===== src/hdl/eds_pkg.sv =====
// Package for the edit distance engine.
// Holds the item types, the wave control type, field widths and default sizes.
// No dependencies.
`default_nettype none

package eds_pkg;

  localparam int unsigned QueryMaxDef  = 32;
  localparam int unsigned TargetMaxDef = 1023;
  localparam int unsigned SymW         = 8;
  localparam int unsigned DistW        = 10;

  localparam logic OpQuery  = 1'b0;
  localparam logic OpTarget = 1'b1;

  typedef struct packed {
    logic            operation;
    logic [SymW-1:0] symbol;
    logic            first;
    logic            last;
  } in_item_t;

  typedef struct packed {
    logic [DistW-1:0] distance;
    logic             query_truncated;
  } out_item_t;

  typedef struct packed {
    logic            valid;
    logic            first;
    logic            last;
    logic [SymW-1:0] symbol;
  } wave_ctl_t;

endpackage

`default_nettype wire


===== src/hdl/eds_cell.sv =====
// One cell of the edit distance row: holds one query character and one cost.
// Depends on eds_pkg for the wave control type.
`default_nettype none

module eds_cell #(
  parameter int unsigned CostW     = 10,
  parameter int unsigned Index     = 1,
  parameter int unsigned TargetMax = 1023
) (
  input  wire logic                    clk_i,
  input  wire logic                    rst_ni,
  input  wire logic                    active_i,
  input  wire logic                    wr_en_i,
  input  wire logic [eds_pkg::SymW-1:0] wr_symbol_i,
  input  wire eds_pkg::wave_ctl_t      ctl_i,
  input  wire logic [CostW-1:0]        left_i,
  input  wire logic [CostW-1:0]        diag_i,
  output eds_pkg::wave_ctl_t           ctl_o,
  output logic [CostW-1:0]             left_o,
  output logic [CostW-1:0]             diag_o
);
  import eds_pkg::*;

  localparam int unsigned InitCost = (Index > TargetMax) ? TargetMax : Index;

  logic [SymW-1:0]  char_q;
  logic [CostW-1:0] cost_q, cost_d;
  logic [CostW-1:0] up;
  logic [CostW:0]   via_up, via_left, via_diag, min_ab, min_all;
  logic             mismatch;
  wave_ctl_t        ctl_q;
  logic [CostW-1:0] left_q, left_d, diag_q, diag_d;

  always_comb begin
    up       = ctl_i.first ? CostW'(InitCost) : cost_q;
    mismatch = (char_q != ctl_i.symbol);
    via_up   = {1'b0, up} + (CostW+1)'(1);
    via_left = {1'b0, left_i} + (CostW+1)'(1);
    via_diag = {1'b0, diag_i} + {{CostW{1'b0}}, mismatch};
    min_ab   = (via_up < via_left) ? via_up : via_left;
    min_all  = (min_ab < via_diag) ? min_ab : via_diag;
    if (min_all > (CostW+1)'(TargetMax)) begin
      cost_d = CostW'(TargetMax);
    end else begin
      cost_d = min_all[CostW-1:0];
    end
    left_d = active_i ? cost_d : left_i;
    diag_d = active_i ? up : diag_i;
  end

  always_ff @(posedge clk_i) begin
    if (wr_en_i) begin
      char_q <= wr_symbol_i;
    end
  end

  always_ff @(posedge clk_i or negedge rst_ni) begin
    if (!rst_ni) begin
      cost_q <= '0;
      ctl_q  <= '0;
    end else begin
      if (ctl_i.valid && active_i) begin
        cost_q <= cost_d;
      end
      ctl_q <= ctl_i;
    end
  end

  always_ff @(posedge clk_i) begin
    left_q <= left_d;
    diag_q <= diag_d;
  end

  assign ctl_o  = ctl_q;
  assign left_o = left_q;
  assign diag_o = diag_q;

endmodule

`default_nettype wire


===== src/hdl/edit_distance_engine.sv =====
// Top level of the edit distance engine: query loading, target row control
// and the chain of eds_cell instances. Depends on eds_pkg and eds_cell.
//
// Use: an item on item_i is taken at a rising edge with start high and busy
// low. A query item (operation 0) stores one query character; first clears
// the query, characters beyond QUERY_MAX are dropped and set query_truncated.
// A target item (operation 1) starts a wave that runs down the row of
// QUERY_MAX cells, one cell per cycle, updating one row of the distance table.
// busy stays high while the wave runs through the wave register and the cell
// chain, so no new item is taken until it is through; the length of the cell
// chain sets how long that is. For a target item with last set, done_o pulses
// for one cycle with result_o in the cycle in which busy falls; a new item may
// be taken at the edge that ends that cycle. The receiver cannot stall: each
// result is shown for exactly one cycle. Reset clears the query length, the
// truncation flag, the target count and all row costs; stored query
// characters are undefined until written.
`default_nettype none

module edit_distance_engine #(
  parameter int unsigned QUERY_MAX  = eds_pkg::QueryMaxDef,
  parameter int unsigned TARGET_MAX = eds_pkg::TargetMaxDef
) (
  input  wire logic              clk_i,
  input  wire logic              rst_ni,
  input  wire logic              start,
  output logic                   busy,
  input  wire eds_pkg::in_item_t item_i,
  output logic                   done_o,
  output eds_pkg::out_item_t     result_o
);
  import eds_pkg::*;

  localparam int unsigned LenW  = $clog2(QUERY_MAX + 1);
  localparam int unsigned CostW = $clog2(TARGET_MAX + 1);

  logic [LenW-1:0]  query_len_q, query_len_d, len_eff;
  logic             trunc_q, trunc_d;
  logic [CostW-1:0] tcount_q, tcount_d;
  logic [CostW:0]   tcount_inc;
  logic [LenW-1:0]  cnt_q, cnt_d;
  logic             take, take_query, take_target;

  wave_ctl_t        ctl_w  [0:QUERY_MAX];
  logic [CostW-1:0] left_w [0:QUERY_MAX];
  logic [CostW-1:0] diag_w [0:QUERY_MAX];
  wave_ctl_t        wave_ctl_q, wave_ctl_d;
  logic [CostW-1:0] wave_left_q, wave_diag_q;
  logic [QUERY_MAX-1:0] wr_en, active;
  logic [CostW+DistW-1:0] dist_ext;

  assign busy        = (cnt_q != '0);
  assign take        = start && !busy;
  assign take_query  = take && (item_i.operation == OpQuery);
  assign take_target = take && (item_i.operation == OpTarget);
  assign len_eff     = item_i.first ? '0 : query_len_q;

  always_comb begin
    query_len_d = query_len_q;
    trunc_d     = item_i.first ? 1'b0 : trunc_q;
    if (len_eff < LenW'(QUERY_MAX)) begin
      query_len_d = len_eff + LenW'(1);
    end else begin
      query_len_d = len_eff;
      trunc_d     = 1'b1;
    end
  end

  always_comb begin
    tcount_inc = {1'b0, (item_i.first ? {CostW{1'b0}} : tcount_q)} + (CostW+1)'(1);
    if (tcount_inc > (CostW+1)'(TARGET_MAX)) begin
      tcount_d = CostW'(TARGET_MAX);
    end else begin
      tcount_d = tcount_inc[CostW-1:0];
    end
    wave_ctl_d.valid  = take_target;
    wave_ctl_d.first  = item_i.first;
    wave_ctl_d.last   = item_i.last;
    wave_ctl_d.symbol = item_i.symbol;
    cnt_d = take_target ? LenW'(QUERY_MAX) : (busy ? cnt_q - LenW'(1) : cnt_q);
  end

  always_ff @(posedge clk_i or negedge rst_ni) begin
    if (!rst_ni) begin
      query_len_q <= '0;
      trunc_q     <= 1'b0;
      tcount_q    <= '0;
      cnt_q       <= '0;
      wave_ctl_q  <= '0;
    end else begin
      if (take_query) begin
        query_len_q <= query_len_d;
        trunc_q     <= trunc_d;
      end
      if (take_target) begin
        tcount_q <= tcount_d;
      end
      cnt_q      <= cnt_d;
      wave_ctl_q <= wave_ctl_d;
    end
  end

  always_ff @(posedge clk_i) begin
    if (take_target) begin
      wave_left_q <= tcount_d;
      wave_diag_q <= item_i.first ? '0 : tcount_q;
    end
  end

  assign ctl_w[0]  = wave_ctl_q;
  assign left_w[0] = wave_left_q;
  assign diag_w[0] = wave_diag_q;

  for (genvar k = 0; k < QUERY_MAX; k++) begin : g_cell
    assign wr_en[k]  = take_query && (len_eff == LenW'(k)) && (len_eff < LenW'(QUERY_MAX));
    assign active[k] = (LenW'(k + 1) <= query_len_q);

    eds_cell #(
      .CostW     (CostW),
      .Index     (k + 1),
      .TargetMax (TARGET_MAX)
    ) u_cell (
      .clk_i       (clk_i),
      .rst_ni      (rst_ni),
      .active_i    (active[k]),
      .wr_en_i     (wr_en[k]),
      .wr_symbol_i (item_i.symbol),
      .ctl_i       (ctl_w[k]),
      .left_i      (left_w[k]),
      .diag_i      (diag_w[k]),
      .ctl_o       (ctl_w[k+1]),
      .left_o      (left_w[k+1]),
      .diag_o      (diag_w[k+1])
    );
  end

  assign dist_ext = {{DistW{1'b0}}, left_w[QUERY_MAX]};

  assign done_o                   = ctl_w[QUERY_MAX].valid && ctl_w[QUERY_MAX].last;
  assign result_o.distance        = dist_ext[DistW-1:0];
  assign result_o.query_truncated = trunc_q;

endmodule

`default_nettype wire

===== config.mk =====
export PLATFORM = sky130hd
export DESIGN_NAME = edit_distance_engine
export DESIGN_NICKNAME = d
export VERILOG_FILES = /design/src/hdl/eds_pkg.sv /design/src/hdl/eds_cell.sv /design/src/hdl/edit_distance_engine.sv
export SDC_FILE = /design/constraint.sdc
export NUM_CORES = 2
export LEC_CHECK = 0
export ABC_AREA = 1
export BUFFER_PORTS_ARGS = -buffer_cell sky130_fd_sc_hd__buf_2
export CORE_UTILIZATION = 35
export DETAILED_ROUTE_END_ITERATION = 7
export PLACE_DENSITY = 0.5
export SYNTH_ARGS = -nofsm -noshare
export SYNTH_HDL_FRONTEND = slang
export SYNTH_SLANG_ARGS = --single-unit

===== constraint.sdc =====
create_clock -name clk_i -period 6.9 [get_ports clk_i]
set_input_delay 0.69 -clock clk_i [delete_from_list [all_inputs] [get_ports clk_i]]
set_output_delay 0.69 -clock clk_i [all_outputs]
set_load 0.02 [all_outputs]

; Word level (Yosys, flattened, before mapping)
; Index checks and enable logic that the tools add are counted.
; W data, S select, Z words.
[totals]
mem_bits_rw = 0
input_bits = 14
latch_bits = 0
rom_bits = 0
output_inout_bits = 13
elab_cells = 861
ff_bits = 1603
n_memories = 0
[op_classes]
mul = 0
add_sub_neg = 99
n_eq_ne = 64
bitwise = 1
div = 0
n_reduce_logical = 105
n_shift = 0
n_mux = 199
n_lt_le_gt_ge = 130
[ops]
columns = operator, n
row1 = $mux W10, 129
row2 = $add A10 B1 Y11 const B, 65
row3 = $lt A11 B11 Y1, 64
row4 = $mux W11, 64
row5 = $gt A11 B10 Y1 const B, 33
row6 = $add A10 B1 Y11, 32
row7 = $ne A8 B8 Y1, 32
row8 = $logic_and A1 B1 Y1, 100
row9 = $eq A6 B5 Y1 const B, 16
row10 = $le A5 B6 Y1 const A, 16
row11 = $eq A6 B4 Y1 const B, 8
row12 = $le A4 B6 Y1 const A, 8
row13 = $eq A6 B3 Y1 const B, 4
row14 = $le A3 B6 Y1 const A, 4
row15 = $mux W6, 4
row16 = $eq A6 B2 Y1 const B, 2
row17 = $le A2 B6 Y1 const A, 2
row18 = $add A6 B1 Y6 const B, 1
row19 = $eq A6 B1 Y1 const B, 1
row20 = $le A1 B6 Y1 const A, 1
row21 = $le A6 B6 Y1 const A, 1
row22 = $logic_not A6 Y1, 1
row23 = $lt A6 B6 Y1 const B, 1
row24 = $reduce_bool A6 Y1, 1
row25 = 7 further kinds, 8

; Longest topological paths before layout
[depth]
word_depth = 9
depth_mapped = 37
depth_no_buf = 34

; Cells and area by module
; From an unflattened synthesis, not the netlist that was laid out.
[unflattened]
cells_unflattened = 13640
area_unflattened_um2 = 102654.7
[by_module_without_submodules]
columns = module, cells_per_inst, seq_area_each_um2, instances, area_each_um2
row1 = eds_cell (g_cell[23].u_cell ...), 410, 1166.1, 2, 3051.7
row2 = eds_cell (g_cell[6].u_cell), 415, 1166.1, 1, 3234.4
row3 = eds_cell (g_cell[20].u_cell), 413, 1166.1, 1, 3204.3
row4 = eds_cell (g_cell[22].u_cell), 409, 1166.1, 1, 3193.1
row5 = eds_cell (g_cell[26].u_cell), 422, 1166.1, 1, 3180.6
row6 = eds_cell (g_cell[16].u_cell), 409, 1166.1, 1, 3176.8
row7 = eds_cell (g_cell[11].u_cell), 424, 1166.1, 1, 3170.5
row8 = eds_cell (g_cell[8].u_cell), 414, 1166.1, 1, 3158.0
row9 = eds_cell (g_cell[17].u_cell), 418, 1166.1, 1, 3146.8
row10 = eds_cell (g_cell[9].u_cell), 416, 1166.1, 1, 3139.3
row11 = eds_cell (g_cell[0].u_cell), 410, 1166.1, 1, 3133.0
row12 = eds_cell (g_cell[5].u_cell), 419, 1166.1, 1, 3130.5
row13 = eds_cell (g_cell[10].u_cell), 421, 1166.1, 1, 3128.0
row14 = eds_cell (g_cell[31].u_cell), 412, 1166.1, 1, 3124.2
row15 = +18 rows, -, -, -, -

; Worst setup path before layout
; Ideal clock, no wire load.
[synth_path]
path_type = reg2reg
from = reg g_cell[3].u_cell.ctl_q, in the netlist g_cell[3].u_cell.ctl_o[9]
to = reg g_cell[4].u_cell.cost_q[0]
stages_incl_launch_ff = 29
t_required_ns = 6.782
n_path_buf = 3
arrival_time_ns = 4.228
setup_slack_ns = 2.554
synth_period_minus_slack_ns = 4.346
setup_ns = 0.118
path_cell_list = dfrtp_1 buf_4 nor2_1 ha_1 nand3_1 nor3_2 nand4_1 nand2_1 inv_1 ha_1 nand2_1 nor2_1 and2_1 nand2_1 nand3_2 inv_1 clkbuf_1 o21a_1 inv_1 ha_1 a21oi_1 o21a_1 o221a_2 clkbuf_1 nand3_1 nand2_1 nand2_1 nand2_1 nand2_1
[synth_via]
elab_chain_cells = 8
[synth_rtl]
columns = item, line_no
row1 = start: declaration, eds_cell.sv:31  ; wave_ctl_t ctl_q;
row2 = start signal: assignment, eds_cell.sv:65  ; ctl_q <= ctl_i;
row3 = $mux W10 *, eds_cell.sv:35  ; up = ctl_i.first ? CostW'(InitCost) : cost_q;
row4 = $add A10 B1 Y11 *, eds_cell.sv:37  ; via_up = {1'b0, up} + (CostW+1)'(1);
row5 = $lt A11 B11 Y1, eds_cell.sv:40  ; min_ab = (via_up < via_left) ? via_up : via_left;
row6 = $mux W11 *, eds_cell.sv:40
row7 = $lt A11 B11 Y1, eds_cell.sv:41  ; min_all = (min_ab < via_diag) ? min_ab : via_diag;
row8 = $mux W11 *, eds_cell.sv:41
row9 = $gt A11 B10 Y1, eds_cell.sv:42  ; if (min_all > (CostW+1)'(TargetMax)) begin
row10 = $mux W10 *, eds_cell.sv:42
row11 = end signal: assignment, eds_cell.sv:63  ; cost_q <= cost_d;
row12 = end: declaration, eds_cell.sv:27  ; logic [CostW-1:0] cost_q, cost_d;
; Every way passes the cells marked *; elsewhere a longest branch is shown, timed or not.
; A chain may end at the register's enable or synchronous reset.

; Final worst setup path
[layout_path]
from = reg g_cell[3].u_cell.ctl_q, in the netlist g_cell[3].u_cell.ctl_o[9]
to = reg g_cell[4].u_cell.cost_q[7]
; The elaborated chain is that of the path after synthesis.

==> flow_summary.yaml <==
timing:
  fin_skew_ns: 0.0843
  timing.slew.headroom_pct: 25.5
  hold_violations: 0
  worst_pin_slew_ns: 1.11
  fmax_ghz: 0.171
  tns_ns: 0
  period_share_pct: 84.7
  finalSetupViolCount: 0
  drv_slew: 0
  fin_ws_ns: 1.06
  fin_crit_ns: 5.84
  rsz0062_at_grt: "no"
floorplan:
  num_rows: 194
  die_w_um: 533
  num_io_pins: 27
  core_um2: 280000
  dieArea_um2: 284000
  die-height_um: 533
  start_util_pct: 35.3
setup_path:
  critical_path.startpoint_type: "flop"
  r2r_slack_ns: 1.06
  slowest_delay_ns: 0.55
  cp_common_cell: "nand2_1"
  critical_path_arrival_ns: 6.56
  r2r-start: "g_cell[3].u_cell.ctl_o[9]"
  worstRegToRegCells: 24
  reg2reg_to: "g_cell[4].u_cell.cost_q[7]"
  cp_slowest_cell: "dfrtp_1"
  crit_required_ns: 7.61
  end_kind: "flop"
  worstSetupPathType: "reg -> reg"
  crit_path_cell_trace: "nor2_1 > ha_1 > nand3_1 > nor3_2 > nand4_1 > nor2_1 > ha_1 > a21o_1 > nor2_1 > nand3_2 > inv_1 > or2_2 > o21a_1 > inv_1 > ha_1 > nand4_1 > nor3_1 > nand2_1 > nand2_1 > nand2_1 > nand2_2 > nand2_1 > nand2_1 > nand2_1"
  crit_path_max_fanout: 12
synth:
  synthCells: 13400
  synth_warnings: 0
  synth_flop_cell: "dfrtp_1"
  avgSynthCellArea_um2: 7.36
  synth_top_cells_by_area: "nand2_1 (20%), dfrtp_1 (18%), dfxtp_1 (13%)"
  synth_top_area_share_pct: 19.9
  ys_seq_area_share_pct: 38.8
  yosys_register_bits: 1603
  synth_cell_types: 54
  syn-num-nets: 14200
  synth_top_area_cell: "nand2_1"
  syn-cell-area_um2: 98800
  synth-edff-count: 276
  async_reset_ff_share_pct: 43.5
routing:
  drtAntennaViolNets: 0
  drt_iter0_drc: 5104
  drc_errors: 0
  routedWlPerCell_um: 16.1
  routed_wl_mm: 278
  vias: 81500
  first_pass_iters: 6
  drt-vias-per-instance: 4.72
cells_and_area:
  layout_common_cells: "nand2_1 (5242), inv_1 (1485), ha_1 (760)"
  stdcell_count: 17300
  fillCellCount: 29700
  area_delta_synth_final_pct: 10.5
  final_common_cell: "nand2_1"
  fin_nets: 14200
  final_util_pct: 39.0
  layout-drive-gt1-share_pct: 4.58
global_route:
  grt_overflow_total: 0
  grt_pass1_vias: 79600
  track_usage_pct: 19.4
  grt_pass1_wl_mm: 444
  antenna_found_initial: 4
  grt_start_max_net_pins: 126
min_path:
  hold_depth: 3
  holdPathEnd: "cnt_q[5]"
  hp-class: "in -> reg"
  min_from: "item_i[10]"
clock_tree:
  clkLatencyLatePin_ns: 0.88
  clock_sinks: 1603
  cts_tree: "built"
  clk_transition_reported_paths_ns: 0.06
  ctsHtreeMaxLevel: 4
  clockBufferDepth: 4
  cts_buffers: 188
  root_buffer: "clkbuf_16"
placed_design:
  routabilityCongestion: 0.883
  dp_hpwl_mm: 218
  dp.cells: 16900
  post-place-ws_ns: 1.06
  portBuffers: 26
job:
  maxCapViolCount: 0
status:
  status: "finished, final reports clean"
## synthesized netlist by cell type (13+ instances only)
cell and count:
inv_2 38, ha_1 760, nor4_1 16, nor3_1 128
and2_1 64, edfxtp_1 276, a21oi_1 279, buf_2 135
nor2_1 657, nand3_2 17, dfrtp_1 697, dfxtp_1 630
or4_1 32, nor2_2 33, clkbuf_1 138, inv_1 1485
xor2_1 476, nor2_4 13, or2_2 22, o21ai_1 34
nand4_1 238, nand3b_1 33, nand3_1 710, o21ai_0 475
nand2_1 5242, nand2_2 41, o221a_2 30, a21o_1 33
o21a_1 193, xnor2_1 370, clkinv_1 34
## how the worst max path moves through the flow
stage	from	end	slack, ns
2_1_floorplan	g_cell[3].u_cell.ctl_o[9]	g_cell[4].u_cell.cost_q[0]	2.55
3_3_place_gp	g_cell[28].u_cell.ctl_o[9]	g_cell[29].u_cell.left_o[1]	1.08
3_5_place_dp	g_cell[3].u_cell.ctl_o[9]	g_cell[4].u_cell.left_o[8]	1.06
4_1_cts	g_cell[3].u_cell.ctl_o[9]	g_cell[4].u_cell.left_o[8]	1.02
5_1_grt	g_cell[3].u_cell.ctl_o[9]	g_cell[4].u_cell.cost_q[2]	0.40
6_report	g_cell[3].u_cell.ctl_o[9]	g_cell[4].u_cell.cost_q[7]	1.06
## stage by stage
stage	instance area [um2]	hold slack, ns
global route	109000	0.164
CTS	109000	0.109
global placement	103000	0.333
finish	109000	0.176
floorplan	98800	0.331
detailed placement	103000	0.335
## layer usage
layer / vias up / global-route usage (%) / part of all wire, %
li1: 42600 / - / -
met1: 37400 / 27.7 / 50
met2: 1219 / 31.8 / 45
met3: 289 / 1.83 / 3.3
met4: 2 / 3.67 / 1.7
met5: - / 0 / 0.0040
## cell type report
type	count	area, um2	share of cell area [%]
antenna	2	5.00	0.00458
clock buffer	232	5070	4.65
clock inverter	115	1370	1.25
inverter	1558	5850	5.36
multi-input combinational	9971	53300	48.8
sequential	1603	38300	35.1
tap	3724	4660	4.27
timing repair buffer	82	628	0.575
## what timing repair did
action                                 4_1_cts  5_1_grt
buffers inserted                             0        0
gates resized for setup                      0        0
endpoints found under the hold margin       61        0
hold buffers                                 2        0
## sequential cells by signal, summed over array words and instances, names as in the netlist
signal	count
query_len_q	6
g_cell.u_cell.diag_o	310
ctl_w	11
g_cell.u_cell.cost_q	320
wave_diag_q	10
tcount_q	10
g_cell.u_cell.ctl_o	343
wave_left_q	10
g_cell.u_cell.left_o	320
g_cell.u_cell.char_q	256
cnt_q	6
trunc_q	1
## worst max-delay path: cells and delay by family (launching register included)
family | cells | cell delay, ns
adder cells (fa/ha/maj) | 3 | 0.84
AO/OA/AOI/OAI | 2 | 0.32
AND/OR/NAND/NOR | 17 | 3.57
buffers and inverters | 2 | 0.42
flip-flops | 1 | 0.55
## cell families after synthesis
family / share of synthesized area (%)
compound gates: 6.43
fa+ha+maj: 9.62
simple gates: 30.3
xor+xnor: 7.50
buf+inv: 7.32
flops: 38.8
Power is left out: the tool's default activity adds up to more than one toggle a clock period on the data nets, which glitch-free logic cannot reach.
